`config.mk`:
```
export PLATFORM = sky130hd
export DESIGN_NAME = keyword_prefix_matcher
export DESIGN_NICKNAME = d
export VERILOG_FILES = /design/src/hw/rtl/kpm_pkg.sv /design/src/hw/rtl/kpm_cell.sv /design/src/hw/rtl/keyword_prefix_matcher.sv
export SDC_FILE = /design/constraint.sdc
export NUM_CORES = 2
export LEC_CHECK = 0
export BUFFER_PORTS_ARGS = -buffer_cell sky130_fd_sc_hd__clkbuf_2
export CAP_MARGIN = 40
export CELL_PAD_IN_SITES_DETAIL_PLACEMENT = 0
export CELL_PAD_IN_SITES_GLOBAL_PLACEMENT = 2
export CORE_ASPECT_RATIO = 2
export CORE_MARGIN = 2
export CORE_UTILIZATION = 30
export CTS_BUF_LIST = sky130_fd_sc_hd__clkbuf_16
export DETAILED_ROUTE_END_ITERATION = 16
export HOLD_SLACK_MARGIN = 0.06
export PLACE_DENSITY = 0.65
export SETUP_SLACK_MARGIN = 0.05
export SLEW_MARGIN = 15
export SYNTH_ARGS = -nofsm -noshare
export SYNTH_HDL_FRONTEND = slang
export SYNTH_SLANG_ARGS = --single-unit
```
`constraint.sdc`:
```
create_clock -name clk -period 7.02 [get_ports clk]
set_input_delay 0.702 -clock clk [delete_from_list [all_inputs] [get_ports clk]]
set_output_delay 0.702 -clock clk [all_outputs]
set_load 0.03 [all_outputs]
```
`src/hw/rtl/kpm_pkg.sv`:
```
// kpm_pkg: shared types and codes for the keyword prefix matcher
// command, status and fsm codes, token passed along the cell chain
// no dependencies
`timescale 1ns / 1ps

package kpm_pkg;

	// command codes carried in s_tuser
	localparam logic [1:0] CMD_LOAD  = 2'd0;
	localparam logic [1:0] CMD_MATCH = 2'd1;
	localparam logic [1:0] CMD_END   = 2'd2;

	// status codes carried in m_tuser
	localparam logic [1:0] STAT_MATCHED = 2'd0;
	localparam logic [1:0] STAT_NOMATCH = 2'd1;
	localparam logic [1:0] STAT_END     = 2'd2;

	// field widths of the stream words
	localparam int unsigned ENTRY_W = 5;
	localparam int unsigned POS_W   = 4;
	localparam int unsigned CHAR_W  = 8;
	localparam int unsigned COUNT_W = 6;
	localparam int unsigned KIDX_W  = 5;

	// scan phase of the token
	typedef enum logic [1:0] {
		PH_SKIP,
		PH_EQUAL,
		PH_DONE
	} phase_t;

	typedef struct packed {
		logic   valid;
		phase_t phase;
		logic   found;
		logic   low_zero;
	} tok_t;

	typedef enum logic [1:0] {
		S_IDLE,
		S_LAUNCH,
		S_SCAN,
		S_DECIDE
	} state_t;

	// case fold with nul mapped to 1
	function automatic logic [7:0] fold_char(input logic [7:0] c);
		logic [7:0] r;
		r = c;
		if (r == 8'd0) begin
			r = 8'd1;
		end
		if (r >= 8'h41 && r <= 8'h5a) begin
			r = r + 8'd32;
		end
		return r;
	endfunction

endpackage

```
`src/hw/rtl/kpm_cell.sv`:
```
// kpm_cell: one table entry of the keyword prefix matcher
// holds the entry bytes and refines the scan token passing through it
// depends on kpm_pkg
`timescale 1ns / 1ps

module kpm_cell #(
	parameter int unsigned MAX_KEYWORDS = 32,
	parameter int unsigned KEY_BYTES    = 16,
	parameter int unsigned CELL_IDX     = 0
) (
	input  logic                                   clk,
	input  logic                                   arst_n,
	input  logic                                   wr_en,
	input  logic [$clog2(KEY_BYTES)-1:0]           wr_addr,
	input  logic [7:0]                             wr_data,
	input  logic [$clog2(KEY_BYTES+1)-1:0]         depth,
	input  logic [7:0]                             ch,
	input  logic [$clog2(MAX_KEYWORDS+1)-1:0]      lo,
	input  logic [$clog2(MAX_KEYWORDS+1)-1:0]      hi,
	input  kpm_pkg::tok_t                          tok_in,
	input  logic [$clog2(MAX_KEYWORDS+1)-1:0]      nlo_in,
	input  logic [$clog2(MAX_KEYWORDS+1)-1:0]      nhi_in,
	output kpm_pkg::tok_t                          tok_out,
	output logic [$clog2(MAX_KEYWORDS+1)-1:0]      nlo_out,
	output logic [$clog2(MAX_KEYWORDS+1)-1:0]      nhi_out
);

	localparam int unsigned AW = $clog2(KEY_BYTES);
	localparam int unsigned DW = $clog2(KEY_BYTES + 1);
	localparam int unsigned IW = $clog2(MAX_KEYWORDS + 1);
	localparam logic [IW-1:0] MY_IDX = IW'(CELL_IDX);

	logic [7:0]    store_q [KEY_BYTES];
	logic [7:0]    byte_q;
	kpm_pkg::tok_t tok_q;
	logic [IW-1:0] nlo_q;
	logic [IW-1:0] nhi_q;
	logic          in_range;

	always_ff @(posedge clk) begin
		if (wr_en) begin
			store_q[wr_addr] <= wr_data;
		end
	end

	// bytes past the end of an entry read as nul
	always_ff @(posedge clk) begin
		if (depth >= DW'(KEY_BYTES)) begin
			byte_q <= 8'd0;
		end else begin
			byte_q <= store_q[depth[AW-1:0]];
		end
	end

	always_ff @(posedge clk or negedge arst_n) begin
		if (!arst_n) begin
			tok_q <= '0;
		end else begin
			tok_q <= tok_in;
		end
	end

	always_ff @(posedge clk) begin
		nlo_q <= nlo_in;
		nhi_q <= nhi_in;
	end

	assign in_range = (MY_IDX >= lo) && (MY_IDX < hi);

	always_comb begin
		tok_out = tok_q;
		nlo_out = nlo_q;
		nhi_out = nhi_q;
		if (tok_q.valid && in_range) begin
			if (MY_IDX == lo) begin
				tok_out.low_zero = (byte_q == 8'd0);
			end
			case (tok_q.phase)
				kpm_pkg::PH_SKIP: begin
					if (byte_q == ch) begin
						tok_out.phase = kpm_pkg::PH_EQUAL;
						tok_out.found = 1'b1;
						nlo_out       = MY_IDX;
					end else if (byte_q > ch) begin
						tok_out.phase = kpm_pkg::PH_DONE;
					end
				end
				kpm_pkg::PH_EQUAL: begin
					if (byte_q != ch) begin
						tok_out.phase = kpm_pkg::PH_DONE;
						nhi_out       = MY_IDX;
					end
				end
				default: begin
				end
			endcase
		end
	end

endmodule

```
`src/hw/rtl/keyword_prefix_matcher.sv`:
```
// keyword_prefix_matcher: top level, control sequencer and chain of entry cells
// depends on kpm_pkg and kpm_cell
`timescale 1ns / 1ps

// Matches a character stream against a sorted table of lower-case, nul-terminated
// keywords. Load words (tuser 0) write one table byte, end words (tuser 2) close a
// running match, and each match character (tuser 1) runs in order: the word is
// taken, a scan token is launched, the token walks the row of entry cells (one cell
// per cycle, every cell reading its byte at the current depth), and the new
// candidate range is settled or the result given once the output register is free.
// A character that no longer extends any candidate yields one result word with
// the folded delimiter; keyword_count is sampled when a match begins. The table
// has no reset and must be loaded before use. A finished word sits in an output
// register; new words are held off while it waits, and the next one can be taken
// in the cycle that it leaves.
module keyword_prefix_matcher #(
	parameter int unsigned MAX_KEYWORDS = 32,
	parameter int unsigned KEY_BYTES    = 16
) (
	input  logic        clk,
	input  logic        arst_n,
	// configuration: keyword_count
	input  logic        cfg_we,
	input  logic [5:0]  cfg_wdata,
	// input words
	input  logic        s_tvalid,
	output logic        s_tready,
	input  logic [23:0] s_tdata,   // entry[4:0], position[8:5], char_byte[16:9], zero pad
	input  logic [1:0]  s_tuser,   // command[1:0]
	// result words
	output logic        m_tvalid,
	input  logic        m_tready,
	output logic [15:0] m_tdata,   // keyword_index[4:0], delimiter[12:5], zero pad
	output logic [1:0]  m_tuser    // status[1:0]
);

	localparam int unsigned AW = $clog2(KEY_BYTES);
	localparam int unsigned DW = $clog2(KEY_BYTES + 1);
	localparam int unsigned IW = $clog2(MAX_KEYWORDS + 1);

	// input word fields
	logic [kpm_pkg::ENTRY_W-1:0] in_entry;
	logic [kpm_pkg::POS_W-1:0]   in_pos;
	logic [7:0]                  in_char;
	logic [7:0]                  in_fold;
	logic                        accept;

	assign in_entry = s_tdata[4:0];
	assign in_pos   = s_tdata[8:5];
	assign in_char  = s_tdata[16:9];
	assign in_fold  = kpm_pkg::fold_char(in_char);
	assign accept   = s_tvalid && s_tready;

	// control state
	kpm_pkg::state_t           state_q, state_nxt;
	logic                      matching_q;
	logic [5:0]                count_q;
	logic [IW-1:0]             lo_q;
	logic [IW-1:0]             hi_q;
	logic [DW-1:0]             depth_q;
	logic [7:0]                ch_q;

	// token as it leaves the last cell
	kpm_pkg::tok_t             fin_tok_q;
	logic [IW-1:0]             fin_nlo_q;
	logic [IW-1:0]             fin_nhi_q;

	// output register
	logic                      out_valid_q;
	logic [1:0]                out_stat_q;
	logic [kpm_pkg::KIDX_W-1:0] out_kidx_q;
	logic [7:0]                out_delim_q;

	// fsm strobes
	logic                      out_free;
	logic                      launch;
	logic                      decide;

	// range a new match character works on
	logic [IW-1:0]             lo_eff;
	logic [IW-1:0]             hi_eff;
	logic [DW-1:0]             depth_eff;
	logic [IW-1:0]             hi_start;
	logic                      range_empty;

	// cell chain
	kpm_pkg::tok_t             tok_w [MAX_KEYWORDS+1];
	logic [IW-1:0]             nlo_w [MAX_KEYWORDS+1];
	logic [IW-1:0]             nhi_w [MAX_KEYWORDS+1];
	logic                      load_we;
	logic [AW-1:0]             load_addr;

	assign out_free = !out_valid_q || m_tready;

	// keyword_count above the table size acts as the table size
	assign hi_start = (32'(count_q) > 32'(MAX_KEYWORDS)) ? IW'(MAX_KEYWORDS) : IW'(count_q);

	always_comb begin
		if (matching_q) begin
			lo_eff    = lo_q;
			hi_eff    = hi_q;
			depth_eff = depth_q;
		end else begin
			lo_eff    = '0;
			hi_eff    = hi_start;
			depth_eff = '0;
		end
	end

	assign range_empty = (lo_eff >= hi_eff);

	// next state
	always_comb begin
		state_nxt = state_q;
		unique case (state_q)
			kpm_pkg::S_IDLE: begin
				if (accept && s_tuser == kpm_pkg::CMD_MATCH && !range_empty) begin
					state_nxt = kpm_pkg::S_LAUNCH;
				end
			end
			kpm_pkg::S_LAUNCH: begin
				state_nxt = kpm_pkg::S_SCAN;
			end
			kpm_pkg::S_SCAN: begin
				if (tok_w[MAX_KEYWORDS].valid) begin
					state_nxt = kpm_pkg::S_DECIDE;
				end
			end
			kpm_pkg::S_DECIDE: begin
				if (out_free) begin
					state_nxt = kpm_pkg::S_IDLE;
				end
			end
			default: begin
				state_nxt = kpm_pkg::S_IDLE;
			end
		endcase
	end

	// fsm outputs
	always_comb begin
		s_tready = 1'b0;
		launch   = 1'b0;
		decide   = 1'b0;
		unique case (state_q)
			kpm_pkg::S_IDLE: begin
				s_tready = out_free;
			end
			kpm_pkg::S_LAUNCH: begin
				launch = 1'b1;
			end
			kpm_pkg::S_SCAN: begin
			end
			kpm_pkg::S_DECIDE: begin
				decide = out_free;
			end
			default: begin
			end
		endcase
	end

	always_ff @(posedge clk or negedge arst_n) begin
		if (!arst_n) begin
			state_q <= kpm_pkg::S_IDLE;
		end else begin
			state_q <= state_nxt;
		end
	end

	always_ff @(posedge clk or negedge arst_n) begin
		if (!arst_n) begin
			count_q <= '0;
		end else if (cfg_we) begin
			count_q <= cfg_wdata;
		end
	end

	// match state and result word
	always_ff @(posedge clk or negedge arst_n) begin
		if (!arst_n) begin
			matching_q  <= 1'b0;
			lo_q        <= '0;
			hi_q        <= '0;
			depth_q     <= '0;
			out_valid_q <= 1'b0;
		end else begin
			if (m_tready) begin
				out_valid_q <= 1'b0;
			end
			if (accept) begin
				case (s_tuser)
					kpm_pkg::CMD_END: begin
						if (matching_q) begin
							matching_q  <= 1'b0;
							out_valid_q <= 1'b1;
						end
					end
					kpm_pkg::CMD_MATCH: begin
						lo_q    <= lo_eff;
						hi_q    <= hi_eff;
						depth_q <= depth_eff;
						if (range_empty) begin
							matching_q  <= 1'b0;
							out_valid_q <= 1'b1;
						end else begin
							matching_q <= 1'b1;
						end
					end
					default: begin
					end
				endcase
			end
			if (decide) begin
				if (fin_tok_q.found) begin
					// narrow the range; a run of equal bytes up to the end keeps hi
					lo_q    <= fin_nlo_q;
					if (fin_tok_q.phase != kpm_pkg::PH_EQUAL) begin
						hi_q <= fin_nhi_q;
					end
					depth_q <= depth_q + DW'(1);
				end else begin
					matching_q  <= 1'b0;
					out_valid_q <= 1'b1;
				end
			end
		end
	end

	// result payload, written in every cycle that can set the valid bit
	always_ff @(posedge clk) begin
		if (accept && s_tuser == kpm_pkg::CMD_MATCH) begin
			ch_q <= in_fold;
		end
		if (accept && s_tuser == kpm_pkg::CMD_END) begin
			out_stat_q  <= kpm_pkg::STAT_END;
			out_kidx_q  <= '0;
			out_delim_q <= 8'd0;
		end else if (accept && s_tuser == kpm_pkg::CMD_MATCH) begin
			out_stat_q  <= kpm_pkg::STAT_NOMATCH;
			out_kidx_q  <= '0;
			out_delim_q <= in_fold;
		end else if (decide) begin
			// entry at the bottom of the range ends exactly at this depth
			if (fin_tok_q.low_zero) begin
				out_stat_q <= kpm_pkg::STAT_MATCHED;
				out_kidx_q <= kpm_pkg::KIDX_W'(lo_q);
			end else begin
				out_stat_q <= kpm_pkg::STAT_NOMATCH;
				out_kidx_q <= '0;
			end
			out_delim_q <= ch_q;
		end
	end

	// token leaving the chain
	always_ff @(posedge clk or negedge arst_n) begin
		if (!arst_n) begin
			fin_tok_q <= '0;
		end else if (state_q == kpm_pkg::S_SCAN) begin
			fin_tok_q <= tok_w[MAX_KEYWORDS];
		end
	end

	always_ff @(posedge clk) begin
		if (state_q == kpm_pkg::S_SCAN) begin
			fin_nlo_q <= nlo_w[MAX_KEYWORDS];
			fin_nhi_q <= nhi_w[MAX_KEYWORDS];
		end
	end

	// fresh token enters cell 0 in the launch cycle
	always_comb begin
		tok_w[0]          = '0;
		tok_w[0].valid    = launch;
		tok_w[0].phase    = kpm_pkg::PH_SKIP;
		nlo_w[0]          = '0;
		nhi_w[0]          = '0;
	end

	// table loads beyond the entry length are dropped
	assign load_we   = accept && (s_tuser == kpm_pkg::CMD_LOAD) &&
	                   (32'(in_pos) < 32'(KEY_BYTES));
	assign load_addr = AW'(in_pos);

	for (genvar g = 0; g < MAX_KEYWORDS; g++) begin : g_cell
		logic cell_we;

		assign cell_we = load_we && (32'(in_entry) == 32'(g));

		kpm_cell #(
			.MAX_KEYWORDS (MAX_KEYWORDS),
			.KEY_BYTES    (KEY_BYTES),
			.CELL_IDX     (g)
		) u_cell (
			.clk     (clk),
			.arst_n  (arst_n),
			.wr_en   (cell_we),
			.wr_addr (load_addr),
			.wr_data (in_char),
			.depth   (depth_q),
			.ch      (ch_q),
			.lo      (lo_q),
			.hi      (hi_q),
			.tok_in  (tok_w[g]),
			.nlo_in  (nlo_w[g]),
			.nhi_in  (nhi_w[g]),
			.tok_out (tok_w[g+1]),
			.nlo_out (nlo_w[g+1]),
			.nhi_out (nhi_w[g+1])
		);
	end

	assign m_tvalid = out_valid_q;
	assign m_tuser  = out_stat_q;
	assign m_tdata  = {3'b000, out_delim_q, out_kidx_q};

endmodule

```
==> impl_metrics.py <==
metrics = {
    "timing": {
        "fmax_mhz": 253,
        "setup_ws_ps": 3060,
        "worstMarginPinSlew_ps": 1490,
        "fin_crit_sh_pct": 56.4,
        "hold_violations": 0,
        "min_period_ps": 3960,
        "rsz0062_at_grt": "no",
        "finalSetupTns_ps": 0,
        "fin_skew_ps": 43.9,
        "slew_violations": 0,
        "setup_viol": 0,
        "slew_headroom_pct": 0.503,
    },
    "clock_tree": {
        "cts_setup_buffers": 0,
        "cts_tree": "built",
        "htree_levels": 5,
        "clock_latency_ps": 970,
        "cts_root_buf": "clkbuf_16",
        "clock_sinks": 4819,
        "cts_made_buffers": 397,
        "clk_pin_slew_worst_paths_ps": 70,
        "clk_path_buf_depth": 4,
    },
    "synthesis": {
        "ys_seq_elements": 4819,
        "synth_most_common_cell": "edfxtp_1",
        "syn_inst": 11000,
        "synth-edff-count": 4114,
        "synth-main-ff-cell": "edfxtp_1",
        "synth_top_area_share_pct": 65.6,
        "ys_types": 74,
        "yosys_warnings": 0,
        "syn_area_mm2": 0.188,
        "syn_area_per_cell_um2": 17.1,
        "yosys-top-cells-count": "edfxtp_1, mux2i_1, nor2_1",
        "async_reset_ff_share_pct": 3.86,
        "ys_seq_area_share_pct": 73.6,
        "synth_top_area_cell": "edfxtp_1",
        "synth.top_cells.by_area": "edfxtp_1, mux4_2, dfxtp_1",
    },
    "status": {
        "outcome": "finished, final reports clean",
    },
    "pwr": {
        "p_int_mw": 52.7,
        "switching_power_mw": 23.9,
        "leakagePower_nw": 68.6,
        "clkPwrFrac_pct": 30.9,
        "power.density_mw_per_mm2": 357,
        "peakVddDrop_mv": 0.295,
        "p_seq_share_pct": 43.2,
        "p_comb_share_pct": 25.9,
        "swShare_pct": 31.2,
    },
    "die": {
        "die_h_um": 1120,
        "io_pins": 57,
        "die_x_um": 564,
        "rows": 411,
        "start_util_pct": 30.1,
        "core-area_mm2": 0.626,
        "dieArea_mm2": 0.634,
    },
    "critical_path": {
        "critPathArrivalTime_ps": 4560,
        "startpoint_type": "register",
        "slowest_stage": "nor2_1",
        "path_buf_inv": 1,
        "crit_chain": "inv_1 -> ha_1 -> nand4b_1 -> nor3_2 -> nand2_1 -> nor2_1",
        "crit_path_end_kind": "register",
        "slowest_delay_ps": 850,
        "crit_required_ps": 7620,
        "critPathKind": "register to register",
        "crit_family": "simple AND/OR/NAND/NOR gates",
        "crit_path_max_fanout": 16,
    },
    "detailed_routing": {
        "ant_nets": 0,
        "dr.pass1.iters": 6,
        "vias_per_cell": 4.92,
        "first_iter_violations": 7076,
        "wl_per_cell_um": 27.5,
        "vias": 97300,
        "drc": 0,
        "wl_um": 543000,
    },
    "placed_design": {
        "gp_congestion": 0.803,
        "dp_cells": 19000,
        "hpwl_um": 353000,
        "io_buffers": 46,
        "preCtsSetupSlack_ps": 2580,
        "placed_area_mm2": 0.200,
    },
    "layout": {
        "nets": 11500,
        "area_delta_synth_final_pct": 13.8,
        "fin_area_mm2": 0.214,
        "final_cells": 19800,
        "drive_above_1_share_pct": 16.6,
    },
    "global_route": {
        "grt_max_degree": 157,
        "grt_use_met2_pct": 33.5,
        "grtUsageTotal_pct": 16.7,
        "overflow": 0,
        "gr-usage-met1_pct": 17.3,
        "busiest_layer": "met2",
        "grt_first_pass_wirelength_um": 761000,
        "globalRouteMet3Util_pct": 1.66,
        "antenna_found_initial": 29,
        "grt_pass1_vias": 103000,
    },
    "hold_path": {
        "hold_class": "input port to register",
    },
    "run": {
        "max_cap_violations": 0,
    },
}
[what timing repair did]
item	CTS	global route
hold buffers	16	0
hold endpoints to repair	120	0
setup endpoints to repair	0	0
resized for setup	0	0
[worst register-to-register path, stage by stage, from the launching register on]
cell	delay, ps
dfrtp_1	400
inv_1	130
ha_1	290
nand4b_1	450
nor3_2	730
nand2_1	720
nor2_1	870
[flip-flops by register name (all words and copies together), names as in the netlist, 8 cells and up]
register and count:
g_cell.u_cell.store_q 4096, g_cell.u_cell.tok_out 32, g_cell.u_cell.nhi_q 124, g_cell.u_cell.nlo_q 124, ch_q 8, g_cell.u_cell.byte_q 256, out_delim_q 8, g_cell.u_cell.tok_q 123
[final cells by class]
type	count	area (µm²)
sequential	4819	139000
antenna	9	22.5
clock buffer	405	10100
timing repair buffer	366	4150
fill	59200	412000
tap	8260	10300
inverter	111	442
multi-input combinational	5448	46900
clock inverter	341	3640
[path summary, 6_finish.rpt]
kind,start,to,slack [ps],cells past startpoint
setup / recovery,state_q[0]$_DFFE_PN0P_,g_cell[12].u_cell.store_q[5][7]$_DFFE_PP_,3060,6
hold / removal,s_tdata[12],g_cell[3].u_cell.store_q[2][3]$_DFFE_PP_,120,1
setup reg to reg,state_q[0]$_DFFE_PN0P_,g_cell[12].u_cell.store_q[5][7]$_DFFE_PP_,3060,6
hold reg to reg,g_cell[7].u_cell.tok_out[4]$_DFF_PN0_,g_cell[8].u_cell.tok_out[4]$_DFF_PN0_,380,0
max in group asynchronous,arst_n,g_cell[20].u_cell.tok_q[3]$_DFF_PN0_,5500,3
min in group asynchronous,arst_n,count_q[3]$_DFFE_PN0P_,320,2
[per-stage QoR]
| stage | power [mW] | utilization, % | hold slack (ps) |
|---|---|---|---|
| finish | 76.6 | 34.2 | 124 |
| global route | 79.5 | 34.2 | 121 |
| CTS | 77.4 | 34.2 | 60.6 |
| detailed placement | 53.8 | 32.0 | 360 |
| global placement | 53.6 | 31.8 | 351 |
| floorplan | 46.1 | - | 346 |
[power groups by stage]
| stage | logic, mW | clock network [mW] | registers [mW] |
|---|---|---|---|
| 2_1_floorplan | 13.0 | 0 | 33.2 |
| 3_3_place_gp | 19.7 | 0 | 33.9 |
| 3_5_place_dp | 20.1 | 0 | 33.7 |
| 4_1_cts | 20.2 | 24.2 | 33.1 |
| 5_1_grt | 21.2 | 25.1 | 33.2 |
| 6_report | 19.8 | 23.6 | 33.1 |
[per-layer routing]
layer	wire length [µm]	up-vias	share of wire, %
met4	24900	12	4.6
met5	77	-	0.014
met1	190000	50900	35
li1	-	43800	-
met3	18600	738	3.4
met2	310000	1893	57
[logic make-up (layout without fill, tap and decap cells)]
group                    Yosys count  in the layout  share of synthesized area [%]
AO/OA/AOI/OAI                   1666           1666                           5.82
other                              1             12                        0.00199
AND/OR/NAND/NOR                 1923           1923                           5.12
XOR/XNOR                           2              2                        0.00931
adder cells (fa/ha/maj)          273            273                           1.81
multiplexers                    1581           1581                           12.0
buffers and inverters            752           1223                           1.62
flip-flops                      4819           4819                           73.6
[cell usage in the layout (no fill, tap or decap), types with 73 or more instances in the layout]
cell       synthesis  final
a211oi_1         268    268
nor2b_1          349    347
nand2b_1         114    113
a32oi_1          256    256
nand2_1          375    366
a21oi_1          350    350
inv_1            109    157
o22ai_1          258    258
o21ai_0          291    291
dfrtp_1          186    183
clkbuf_16          0    405
clkinv_2           0     73
buf_4              3    187
nor2_1           618    616
dfxtp_1          519    519
mux2i_1          781    781
mux4_2           512    512
mux2_2           287    287
ha_1             273    273
edfxtp_1        4114   4114
Power figures use the tool's default switching activity.
